## src/sv/swm_pkg.sv

```systemverilog
// Shared types and constants for the sliding window maximum block.
`default_nettype none

package swm_pkg;

    localparam int SAMPLE_BITS = 16;
    localparam int CFG_BITS    = 7;

    typedef logic signed [SAMPLE_BITS-1:0] t_sample;

    // Input transfer payload
    typedef struct packed {
        t_sample sample;
        logic    sample_last;
    } t_in;

    // Output transfer payload
    typedef struct packed {
        t_sample window_max;
        logic    max_last;
    } t_out;

    // Per-cycle control broadcast to every deque cell
    typedef struct packed {
        logic    pop;    // shift the chain one cell toward the front
        logic    fin;    // a sample is taken and merged this cycle
        logic    clear;  // run ends: empty the chain after the merge
        t_sample smp;    // sample being merged
    } t_cell_ctl;

endpackage

`default_nettype wire

```

## src/sv/swm_cell.sv

```systemverilog
// One deque entry: holds value and position, compares, shifts and loads.
`default_nettype none

module swm_cell #(
    parameter int POS_BITS = 7,
    parameter int WIN_BITS = 7,
    parameter int POS_WRAP = 128
) (
    input  wire                       i_clk,
    input  wire                       i_rst_n,
    input  swm_pkg::t_cell_ctl        i_ctl,
    input  wire  [POS_BITS-1:0]       i_pc,
    input  wire  [WIN_BITS-1:0]       i_win,
    input  wire                       i_prev_keep,
    input  wire                       i_nxt_vld,
    input  swm_pkg::t_sample          i_nxt_val,
    input  wire  [POS_BITS-1:0]       i_nxt_pos,
    input  wire                       i_nxt_ge,
    output logic                      o_vld,
    output swm_pkg::t_sample          o_val,
    output logic [POS_BITS-1:0]       o_pos,
    output logic                      o_ge,
    output logic                      o_exp,
    output logic                      o_keep
);
    import swm_pkg::*;

    logic                r_vld;
    t_sample             r_val;
    logic [POS_BITS-1:0] r_pos;
    logic                n_vld;
    t_sample             n_val;
    logic [POS_BITS-1:0] n_pos;
    logic [POS_BITS:0]   age;

    assign o_vld = r_vld;
    assign o_val = r_val;
    assign o_pos = r_pos;

    // Age of the held entry, modulo the position wrap
    always_comb begin
        age = {1'b0, i_pc} - {1'b0, r_pos};
        if (i_pc < r_pos) begin
            age = {1'b0, i_pc} + (POS_BITS+1)'(POS_WRAP) - {1'b0, r_pos};
        end
    end

    assign o_exp  = r_vld && (age >= (POS_BITS+1)'(i_win));
    assign o_ge   = r_vld && (r_val >= i_ctl.smp);
    assign o_keep = i_ctl.pop ? i_nxt_ge : o_ge;

    // Merge: keep the surviving entry, load the new sample right after the last
    // survivor, drop everything behind it
    always_comb begin
        n_vld = r_vld;
        n_val = r_val;
        n_pos = r_pos;
        if (i_ctl.fin) begin
            if (o_keep) begin
                n_vld = 1'b1;
                n_val = i_ctl.pop ? i_nxt_val : r_val;
                n_pos = i_ctl.pop ? i_nxt_pos : r_pos;
            end else if (i_prev_keep) begin
                n_vld = 1'b1;
                n_val = i_ctl.smp;
                n_pos = i_pc;
            end else begin
                n_vld = 1'b0;
            end
            if (i_ctl.clear) begin
                n_vld = 1'b0;
            end
        end else if (i_ctl.pop) begin
            n_vld = i_nxt_vld;
            n_val = i_nxt_val;
            n_pos = i_nxt_pos;
        end
    end

    always_ff @(posedge i_clk) begin
        if (!i_rst_n) begin
            r_vld <= 1'b0;
        end else begin
            r_vld <= n_vld;
        end
        r_val <= n_val;
        r_pos <= n_pos;
    end

endmodule

`default_nettype wire

```

## config.mk

```make
export PLATFORM = sky130hd
export DESIGN_NAME = swm_cell
export DESIGN_NICKNAME = d
export VERILOG_FILES = /design/src/sv/swm_pkg.sv /design/src/sv/swm_cell.sv
export SDC_FILE = /design/constraint.sdc
export NUM_CORES = 1
export LEC_CHECK = 0
export BUFFER_PORTS_ARGS = -buffer_cell sky130_fd_sc_hd__buf_4
export CORE_ASPECT_RATIO = 1.4
export CORE_UTILIZATION = 49
export CTS_BUF_LIST = sky130_fd_sc_hd__clkbuf_16
export DETAILED_ROUTE_END_ITERATION = 10
export HOLD_SLACK_MARGIN = 0.12
export PLACE_DENSITY = 0.9
export REMOVE_ABC_BUFFERS = 1
export SETUP_SLACK_MARGIN = 0.3
export SYNTH_ARGS = -nofsm -noshare
export SYNTH_HDL_FRONTEND = slang
export SYNTH_SLANG_ARGS = --single-unit
```

## constraint.sdc

```tcl
create_clock -name i_clk -period 3.5 [get_ports i_clk]
set_input_delay 0.35 -clock i_clk [delete_from_list [all_inputs] [get_ports i_clk]]
set_output_delay 0.35 -clock i_clk [all_outputs]
set_load 0.03 [all_outputs]
```

== Word-level counts from Yosys, hierarchy flattened ==
Cells that the tools add are included.

* Bits in registers: 24
* Latch bits: 0
* Bits in writable memories: 0
* Memory bits (read-only): 0
* Input port bits: 61
* Output and inout bits: 27
* Word-level logic and storage cells: 28
* Memories: 0

* Add/subtract/negate cells: 3
* $mul: 0
* Div/mod/pow operators: 0
* Magnitude comparators: 3
* Equal/unequal tests: 1
* Shift operators: 0
* Mux-type cells: 15
* Bitwise gates (word level): 0
* Reduce and logical (&&, ||, !) cells: 3

{| class="wikitable"
|+ Operators with widths
! operator !! count
|-
| two-way mux 16 bit || 4
|-
| two-way mux 7 bit || 4
|-
| >= comparator 16 bit || 1
|-
| adder 7 x 8 -> 8 bit, second input constant || 1
|-
| >= comparator 8 x 7 -> 1 bit || 1
|-
| two-way mux 8 bit || 1
|-
| subtractor 7 x 7 -> 8 bit || 1
|-
| subtractor 8 x 7 -> 8 bit || 1
|-
| less-than comparator 7 bit || 1
|-
| two-way mux 1 bit || 6
|-
| inequality test 3 x 1 -> 1 bit, second input constant || 1
|-
| logical AND 1 bit || 2
|-
| nonzero test 2 bit || 1
|}

== Depth between registers and ports, before layout ==
Gate-level depths: netlist of the first run.

* Depth after elaboration: 6
* Gate-level depth with buffers: 14
* Gate-level depth less buffers: 14

== Worst setup path after synthesis of the first run ==
Ideal clock, no wire load.

* Path kind: register to output
* Start point: register r_pos[0] (netlist: o_pos[0])
* End point: output o_exp
* Data arrival time: 2.863 ns
* Data required time: 3.150 ns
* Slack: 0.287 ns
* Cell stages (with the launch flop): 14
* Path buffers: 0
* Cells stage by stage: edfxtp_1 > ha_1 > inv_1 > fa_1 > a21o_1 > a21oi_1 > inv_1 > a21o_1 > a21oi_1 > xnor2_1 > ha_1 > nor2_1 > o21a_1 > o22ai_1

* Cells in the longest elaborated chain, start to end: 4
* Elaborated cells between the ends (all ways): 6
* Those cells by class: add/sub: 2; order compare: 2; mux: 1; reduce/logical: 1

{| class="wikitable"
|+ RTL lines
! item !! line !! RTL
|-
| start, declared || swm_cell.sv:30 || <nowiki>logic [POS_BITS-1:0] r_pos;</nowiki>
|-
| start signal, assigned || swm_cell.sv:87 || <nowiki>r_pos <= n_pos;</nowiki>
|-
| subtractor 8 x 7 -> 8 bit (tied with other cells) || swm_cell.sv:44 || <nowiki>age = {1'b0, i_pc} + (POS_BITS+1)'(POS_WRAP) - {1'b0, r_pos};</nowiki>
|-
| two-way mux 8 bit (*) || swm_cell.sv:43 || <nowiki>if (i_pc < r_pos) begin</nowiki>
|-
| >= comparator 8 x 7 -> 1 bit (*) || swm_cell.sv:48 || <nowiki>assign o_exp = r_vld && (age >= (POS_BITS+1)'(i_win));</nowiki>
|-
| logical AND 1 bit (*) || swm_cell.sv:48 ||
|-
| end, declared || swm_cell.sv:23 || <nowiki>output logic o_exp,</nowiki>
|}

Every way passes the cells marked *; elsewhere a longest branch is shown, timed or not.

== Worst setup path after layout of the first run ==
Same ends and word-level chain as after synthesis.

==> impl_metrics.ini, run 1 <==
[run_status]
status = completed

[timing]
rsz0062_at_grt = false
tightest_slew_ps = 583
setup_tns_ps = 0
max_freq_mhz = 319
drv_slew = 0
relSlewSlack = 0.611
fin_crit_sh = 0.896
hold_ws_ps = 369
hold_viol_final = 0
fin_ws_ps = 364
fin_skew_ps = 2.17
finalSetupViolCount = 0
fin_crit_ps = 3140

[drt]
ant_nets = 0
drt_pass1_iterations = 4
viasPerCell = 5.26
wire_per_inst_um = 13.4
drt_first_iter_violations = 45
postRouteWirelength_mm = 4.83
via_count = 1898
drcViolationCount = 0

[die]
fp.coreArea_sq_um = 4240
io_pins = 88
fp.dieH_um = 81.0
rows = 28
die_w_um = 58.4
fp.dieArea_sq_um = 4740
start_util = 0.516

[cts]
root_buffer = clkbuf_16
h-tree-depth = 1
clock-sinks = 24
path_clk_slew_ps = 60
clk_path_buf_depth = 2
cts_tree = built
cts_buffers = 3
clkLatencyLatePin_ps = 250

[placement]
pre_cts_slack_ps = 333
place_area_sq_um = 2890
dp_hpwl_mm = 3.82
portBuffers = 87
place_inst = 355
gp_congestion = 0.790

[hold_path]
holdCritStartpoint = i_rst_n
min_path_type = in -> reg
hold_path_end = o_vld
holdPathStages = 2

[yosys]
syn_inst = 213
ys_seq_area_frac = 0.325
synth_area_per_cell_sq_um = 10.3
yosysMostFrequentCell = inv_1
yosys_most_used_dff = edfxtp_1
yosys.area.top_type = edfxtp_1
async_flop_share = 0
synth_top_area_share = 0.316
ys_types = 38
ys_top_cells_by_area = edfxtp_1 32%, ha_1 17%, mux2i_1 15%, inv_1 5.7%, a21oi_1 2.7%
synthTopCellsByCount = 33 x inv_1, 32 x mux2i_1, 30 x ha_1, 23 x edfxtp_1, 13 x nand2_1
yosysWarnings = 0
synth_edf_count = 23
ys_ff_latch = 24
synth_area_sq_um = 2190

[power]
powerDensity_nw_per_um2 = 617
peakVddDrop_mv = 0.321
cellLeakagePower_nw = 1.58

[layout]
nets = 394
stdcell_area_sq_um = 3000
drive_above_1_share = 0.372
diodes = 0
fin_cells = 361
syn_to_final_growth_pct = 37.3

[worst_setup_path]
critical_path_class = reg -> out
cp-start-kind = flip-flop
cp-startpoint = o_pos[0]
timing.reg2reg.setup_slack_ps = 530
r2r_end = o_val[13]
crit_path_end_kind = primary output
worstPathArrival_ps = 2790
rr_startpoint = o_val[15]
rr_worst_depth = 7
required_ps = 3150
crit_fanout = 2

[global_routing]
grt_use_total = 0.203
antenna_found_initial = 0
grt_max_degree = 34
grt_pass1_wl_mm = 7.45
overflow = 0
grt_pass1_vias = 1776

[job]
maxCapViolCount = 0
per-layer routing:
layer | GRT usage | part of all wire | vias up
li1 | - | - | 945
met1 | 0.235 | 0.41 | 893
met2 | 0.387 | 0.53 | 55
met3 | 0.0318 | 0.057 | 5
met4 | 0.0429 | 0.0079 | 0
met5 | 0 | 0 | -
flip-flops by register name (all words and copies together), names as in the netlist:
name / flops
o_vld: 1
o_pos: 7
o_val: 16
area by class of cell:
cell class	instances	area [sq um]
Multi-Input combinational cell	150	1340
Fill cell	318	1240
Sequential cell	24	711
Timing Repair Buffer	90	676
Inverter	33	124
Clock buffer	3	75.1
Tap cell	60	75.1
Clock inverter	1	3.75
power by group:
| group | internal (mW) | switching [mW] | total (mW) |
|---|---|---|---|
| combinational | 0.496 | 0.593 | 1.09 |
| sequential | 0.445 | 0.0725 | 0.518 |
| clock | 0.153 | 0.0925 | 0.245 |
cells in the final DEF (no fill, tap or decap), types with 2 or more instances in the layout:
cell type / synthesis / routed
buf_4: 1 / 90
inv_1: 33 / 33
mux2i_1: 32 / 32
ha_1: 30 / 28
edfxtp_1: 23 / 23
nand2_1: 13 / 13
a21oi_1: 12 / 9
o21ai_0: 9 / 8
a21o_1: 7 / 7
xnor2_1: 6 / 6
nand3_1: 5 / 5
mux2_2: 5 / 5
nand4_1: 4 / 4
mux2_4: 4 / 4
a21oi_2: 0 / 3
clkbuf_16: 0 / 3
nor2b_1: 2 / 2
a41o_1: 2 / 2
ha_2: 0 / 2
worst max path at each step:
stage / slack, ps / endpoint / depth (start not counted)
after floorplan: 290 / o_exp / 13
final: 360 / o_exp / 13
after CTS: 320 / o_exp / 13
after global placement: 430 / o_exp / 15
after detailed placement: 330 / o_exp / 15
after global routing: 230 / o_exp / 13
kinds of logic (layout without fill, tap and decap cells):
logic type,after synthesis,after routing,share of synthesized area
multiplexers,41,41,0.200
buffers and inverters,39,127,0.0721
AO/OA/AOI/OAI,38,38,0.111
AND/OR/NAND/NOR,33,33,0.0830
adder cells (fa/ha/maj),31,31,0.181
flip-flops,24,24,0.325
XOR/XNOR,7,7,0.0280
repair_timing:
action / CTS / global route
pin swaps: 0 / 2
hold buffers: 0 / 0
setup endpoints to repair: 1 / 1
buffers inserted: 1 / 1
gates resized for setup: 1 / 6
metrics by stage:
| stage | power, mW | utilization |
|---|---|---|
| 6_report | 1.85 | 0.708 |
| 5_1_grt | 1.98 | 0.708 |
| 4_1_cts | 1.84 | 0.702 |
| 3_5_place_dp | 1.58 | 0.681 |
| 3_3_place_gp | 1.55 | 0.681 |
| 2_1_floorplan | 1.24 | - |
critical path: stages (launching register included):
cell and delay [ps]:
edfxtp_1 360, ha_2 170, inv_1 50, fa_2 350
a21o_1 200, a21oi_2 170, inv_1 90, a21o_1 190
a21oi_2 140, xnor2_1 140, ha_2 290, o21ai_1 120
o22ai_1 80, buf_4 170
No activity file was read; power rests on OpenSTA's default activity.
==> run 2: changes to the inputs <==
Settings changed: CORE_UTILIZATION 49 to 50, CTS_BUF_LIST sky130_fd_sc_hd__clkbuf_16 to sky130_fd_sc_hd__clkbuf_8, PLACE_DENSITY 0.9 to 0.91, TNS_END_PERCENT from default to 10.
==> impl_metrics.ini, run 2 (synthesis results as in run 1) <==
[run_status]
status = complete, but fails checks
violations = design-rule violations

[timing]
finalSetupViolCount = 0
tightest_slew_ps = 554
drv_slew = 0
fin_skew_ps = 3.64
setup_tns_ps = 0
hold_viol_final = 0
max_freq_mhz = 322
fin_crit_sh = 0.886
rsz0062_at_grt = true
fin_crit_ps = 3100
relSlewSlack = 0.631

[cts]
root_buffer = clkbuf_8
clkLatencyLatePin_ps = 270
path_clk_slew_ps = 90
cts-hold-fix-buffers = 0
clk_path_buf_depth = 2
cts_tree = built
h-tree-depth = 1
cts_buffers = 3
clock-sinks = 24

[power]
combPwrFrac = 0.595
switching_share = 0.409
seqPwrFrac = 0.275
cellLeakagePower_nw = 1.59
powerDensity_nw_per_um2 = 628
finalPower_mw = 1.88
peakVddDrop_mv = 0.377
internal_power_mw = 1.11
clkPwrFrac = 0.130
power_switching_mw = 0.769

[hold_path]
holdPathStages = 2
min_path_type = in -> reg
hold_path_end = o_vld
holdCritStartpoint = i_ctl[17]

[worst_setup_path]
timing.reg2reg.setup_slack_ps = 520
rr_worst_depth = 8
cp-startpoint = o_pos[0]
r2r_end = o_pos[6]
required_ps = 3150
crit_fanout = 2
critical_path_class = reg -> out
worstPathArrival_ps = 2750
rr_startpoint = o_val[15]
crit_path_end_kind = primary output
cp-start-kind = flip-flop

[global_routing]
overflow = 0
grt_pass1_wl_mm = 8.17
grt_pass1_vias = 1979
grt_use_total = 0.223
antenna_found_initial = 0
grt_max_degree = 34

[layout]
final_common_cell = buf_4
syn_to_final_growth_pct = 36.9
final_cell_mix = 92 x buf_4, 32 x mux2i_1, 30 x inv_1, 28 x ha_1, 23 x edfxtp_1
drive_above_1_share = 0.393
largest_reg_flops = 16
stdcell_area_sq_um = 2990
nets = 396
diodes = 0

[job]
maxCapViolCount = 0

[placement]
place_area_sq_um = 2870
portBuffers = 87
gp_congestion = 0.875
dp_hpwl_mm = 3.96

[die]
fp.coreArea_sq_um = 4200
rows = 28
start_util = 0.520
io_pins = 88
die_w_um = 57.9
fp.dieH_um = 80.2
fp.dieArea_sq_um = 4640

[drt]
via_count = 1928
ant_nets = 0
drcViolationCount = 5
viasPerCell = 5.54
postRouteWirelength_mm = 5.06
drt_first_iter_violations = 29
wire_per_inst_um = 14.5
drt_pass1_iterations = 7
run 2: changes by cell type in the layout (fill, tap and decap cells not counted), sizes merged:
cell,before,now
clkinv,1,0
buf,90,92
bufinv,0,1
run 2: worst max path at each step:
stage | cells past startpoint | endpoint
3_5_place_dp | 15 | o_exp
4_1_cts | 13 | o_exp
5_1_grt | 13 | o_exp
6_report | 13 | o_exp
3_3_place_gp | 15 | o_exp
2_1_floorplan | 13 | o_exp
run 2: power by group through the flow:
stage          Clock [mW]  Sequential [mW]  Combinational, mW
4_1_cts             0.251            0.515               1.08
5_1_grt             0.265            0.528               1.23
2_1_floorplan           0            0.694              0.543
3_3_place_gp            0            0.518               1.03
3_5_place_dp            0            0.522               1.06
6_report            0.244            0.517               1.12
run 2: cell type report:
cell class,count,area (sq um)
multi-input cells,150,1340
fillers,320,1210
flip-flops and latches,24,711
repair buffers,92,691
inverters,33,124
well taps,45,56.3
clock buffers,3,41.3
clock inverters,1,30.0
run 2: per-stage QoR:
step	hold slack, ps	utilization	setup slack [ps]	std cells
finish	353	0.712	399	348
global route	357	0.712	253	348
CTS	348	0.702	304	345
detailed placement	630	0.682	330	340
global placement	622	0.682	420	340
floorplan	501	-	287	207
run 2: what timing repair did:
action | in CTS | in global routing
pin swaps | 0 | 9
gates resized for setup | 1 | 10
endpoints found under the setup margin | 1 | 1
buffers inserted | 1 | 3
cloned | 0 | 0
run 2: worst max-delay path, cell delays in order, from the launching register on:
cell      delay, ps
edfxtp_1        360
ha_2            170
inv_2            40
fa_2            390
a21o_1          170
a21oi_2         160
inv_2            60
a21o_1          190
a21oi_2         130
xnor2_1         150
ha_2            310
o21ai_2         100
o22ai_1          80
buf_4           170
run 2: metal layers:
layer	routed length [um]	GRT usage	part of all wire
met5	0	0	0
met4	73	0.0690	0.014
met3	245	0.0322	0.048
met2	2860	0.452	0.57
met1	1880	0.225	0.37
==> run 3: changes to the inputs <==
Settings changed: CTS_BUF_LIST sky130_fd_sc_hd__clkbuf_8 to sky130_fd_sc_hd__clkbuf_2, GPL_TIMING_DRIVEN from default to 0, SLEW_MARGIN from default to 10.
==> impl_metrics.ini, run 3 (synthesis results as in run 1) <==
[worst_setup_path]
worstPathArrival_ps = 2830
critical_path_class = reg -> out
crit_path_end_kind = primary output
rr_startpoint = o_val[15]
crit_fanout = 2
cp-start-kind = flip-flop
required_ps = 3150
cp-startpoint = o_pos[0]

[cts]
path_clk_slew_ps = 250
cts_buffers = 3
root_buffer = clkbuf_2
clk_path_buf_depth = 2
clock-sinks = 24
cts_tree = built
clkLatencyLatePin_ps = 360
h-tree-depth = 1

[power]
peakVddDrop_mv = 0.340
powerDensity_nw_per_um2 = 591
finalPower_mw = 1.73
cellLeakagePower_nw = 1.56

[layout]
diodes = 0
final_common_cell = buf_4
syn_to_final_growth_pct = 34.3
largest_reg_flops = 16
final_cell_mix = 91 x buf_4, 32 x mux2i_1, 31 x inv_1, 28 x ha_1, 23 x edfxtp_1
fill_cells = 322
nets = 395
drive_above_1_share = 0.384

[global_routing]
overflow = 0
grt_pass1_wl_mm = 7.56
antenna_found_initial = 0
grt_use_total = 0.210
grt_pass1_vias = 1900
grt_max_degree = 34

[timing]
tightest_slew_ps = 462
relSlewSlack = 0.691
hold_viol_final = 0
finalSetupViolCount = 0
max_freq_mhz = 315
fin_crit_sh = 0.908
fin_skew_ps = 13.2
hold_ws_ps = 242
fin_crit_ps = 3180
rsz0062_at_grt = true
drv_slew = 0
setup_tns_ps = 0

[drt]
ant_nets = 0
wire_per_inst_um = 14.2
drcViolationCount = 5
via_count = 1895
viasPerCell = 5.46
drt_first_iter_violations = 34
postRouteWirelength_mm = 4.94
drt_pass1_iterations = 7

[die]
fp.coreArea_sq_um = 4200
fp.dieH_um = 80.2
io_pins = 88
start_util = 0.520
rows = 28
die_w_um = 57.9
fp.dieArea_sq_um = 4640

[hold_path]
min_path_type = in -> reg
holdCritStartpoint = i_rst_n

[placement]
gp_congestion = 0.774
portBuffers = 87
dp_hpwl_mm = 3.86

[run_status]
status = complete, but fails checks
violations = design-rule violations

[job]
maxCapViolCount = 0
==> run 3: layout make-up <==
cell class	count	area [sq um]	share of cell area
clock buffers	3	15.0	0.00512
clock inverters	1	3.75	0.00128
inverters	33	124	0.0422
multi-input cells	150	1340	0.457
flip-flops and latches	24	711	0.242
well taps	45	56.3	0.0192
repair buffers	91	683	0.233
==> run 3: worst max-delay path: stages (launching register included) <==
cell and delay, ps:
edfxtp_1 410, ha_2 180, inv_2 40, fa_2 350, a21o_1 180, a21oi_2 170
inv_2 50, a21o_1 180, a21oi_2 130, xnor2_1 130, ha_2 290, o21ai_1 110
o22ai_1 70, buf_4 170
==> run 3: worst paths after layout <==
path         cells after the start  slack (ps)  endpoint
max                             13         320     o_exp
min                              2         240     o_vld
max reg2reg                      7         500  o_pos[4]
min reg2reg                      2         730  o_val[6]
==> run 3: layer usage <==
layer  part of all wire  track usage
met1               0.39        0.201
met4              0.016       0.0786
met5                  0            0
met2               0.54        0.426
met3              0.050       0.0370
==> run 3: through the flow <==
step | setup slack, ps | cell area, sq um | instances | utilization
final | 324 | 2940 | 347 | 0.698
after global routing | 148 | 2940 | 347 | 0.698
after CTS | 245 | 2920 | 346 | 0.694
after detailed placement | 307 | 2860 | 339 | 0.681
after global placement | 291 | 2860 | 339 | 0.681
after floorplan | 287 | 2150 | 207 | -
==> run 3: repair_timing <==
item / CTS / global route
pin swaps: 7 / 4
resized for setup: 8 / 3
hold buffers: 0 / 0
hold endpoints to repair: 0 / 0
endpoints found under the setup margin: 1 / 24
buffers inserted: 3 / 1
==> run 3: where the power goes <==
part	switching, mW	leakage [nW]	internal, mW
logic	0.597	1.30	0.507
clock network	0.0922	0.0140	0.0248
registers	0.0707	0.246	0.442
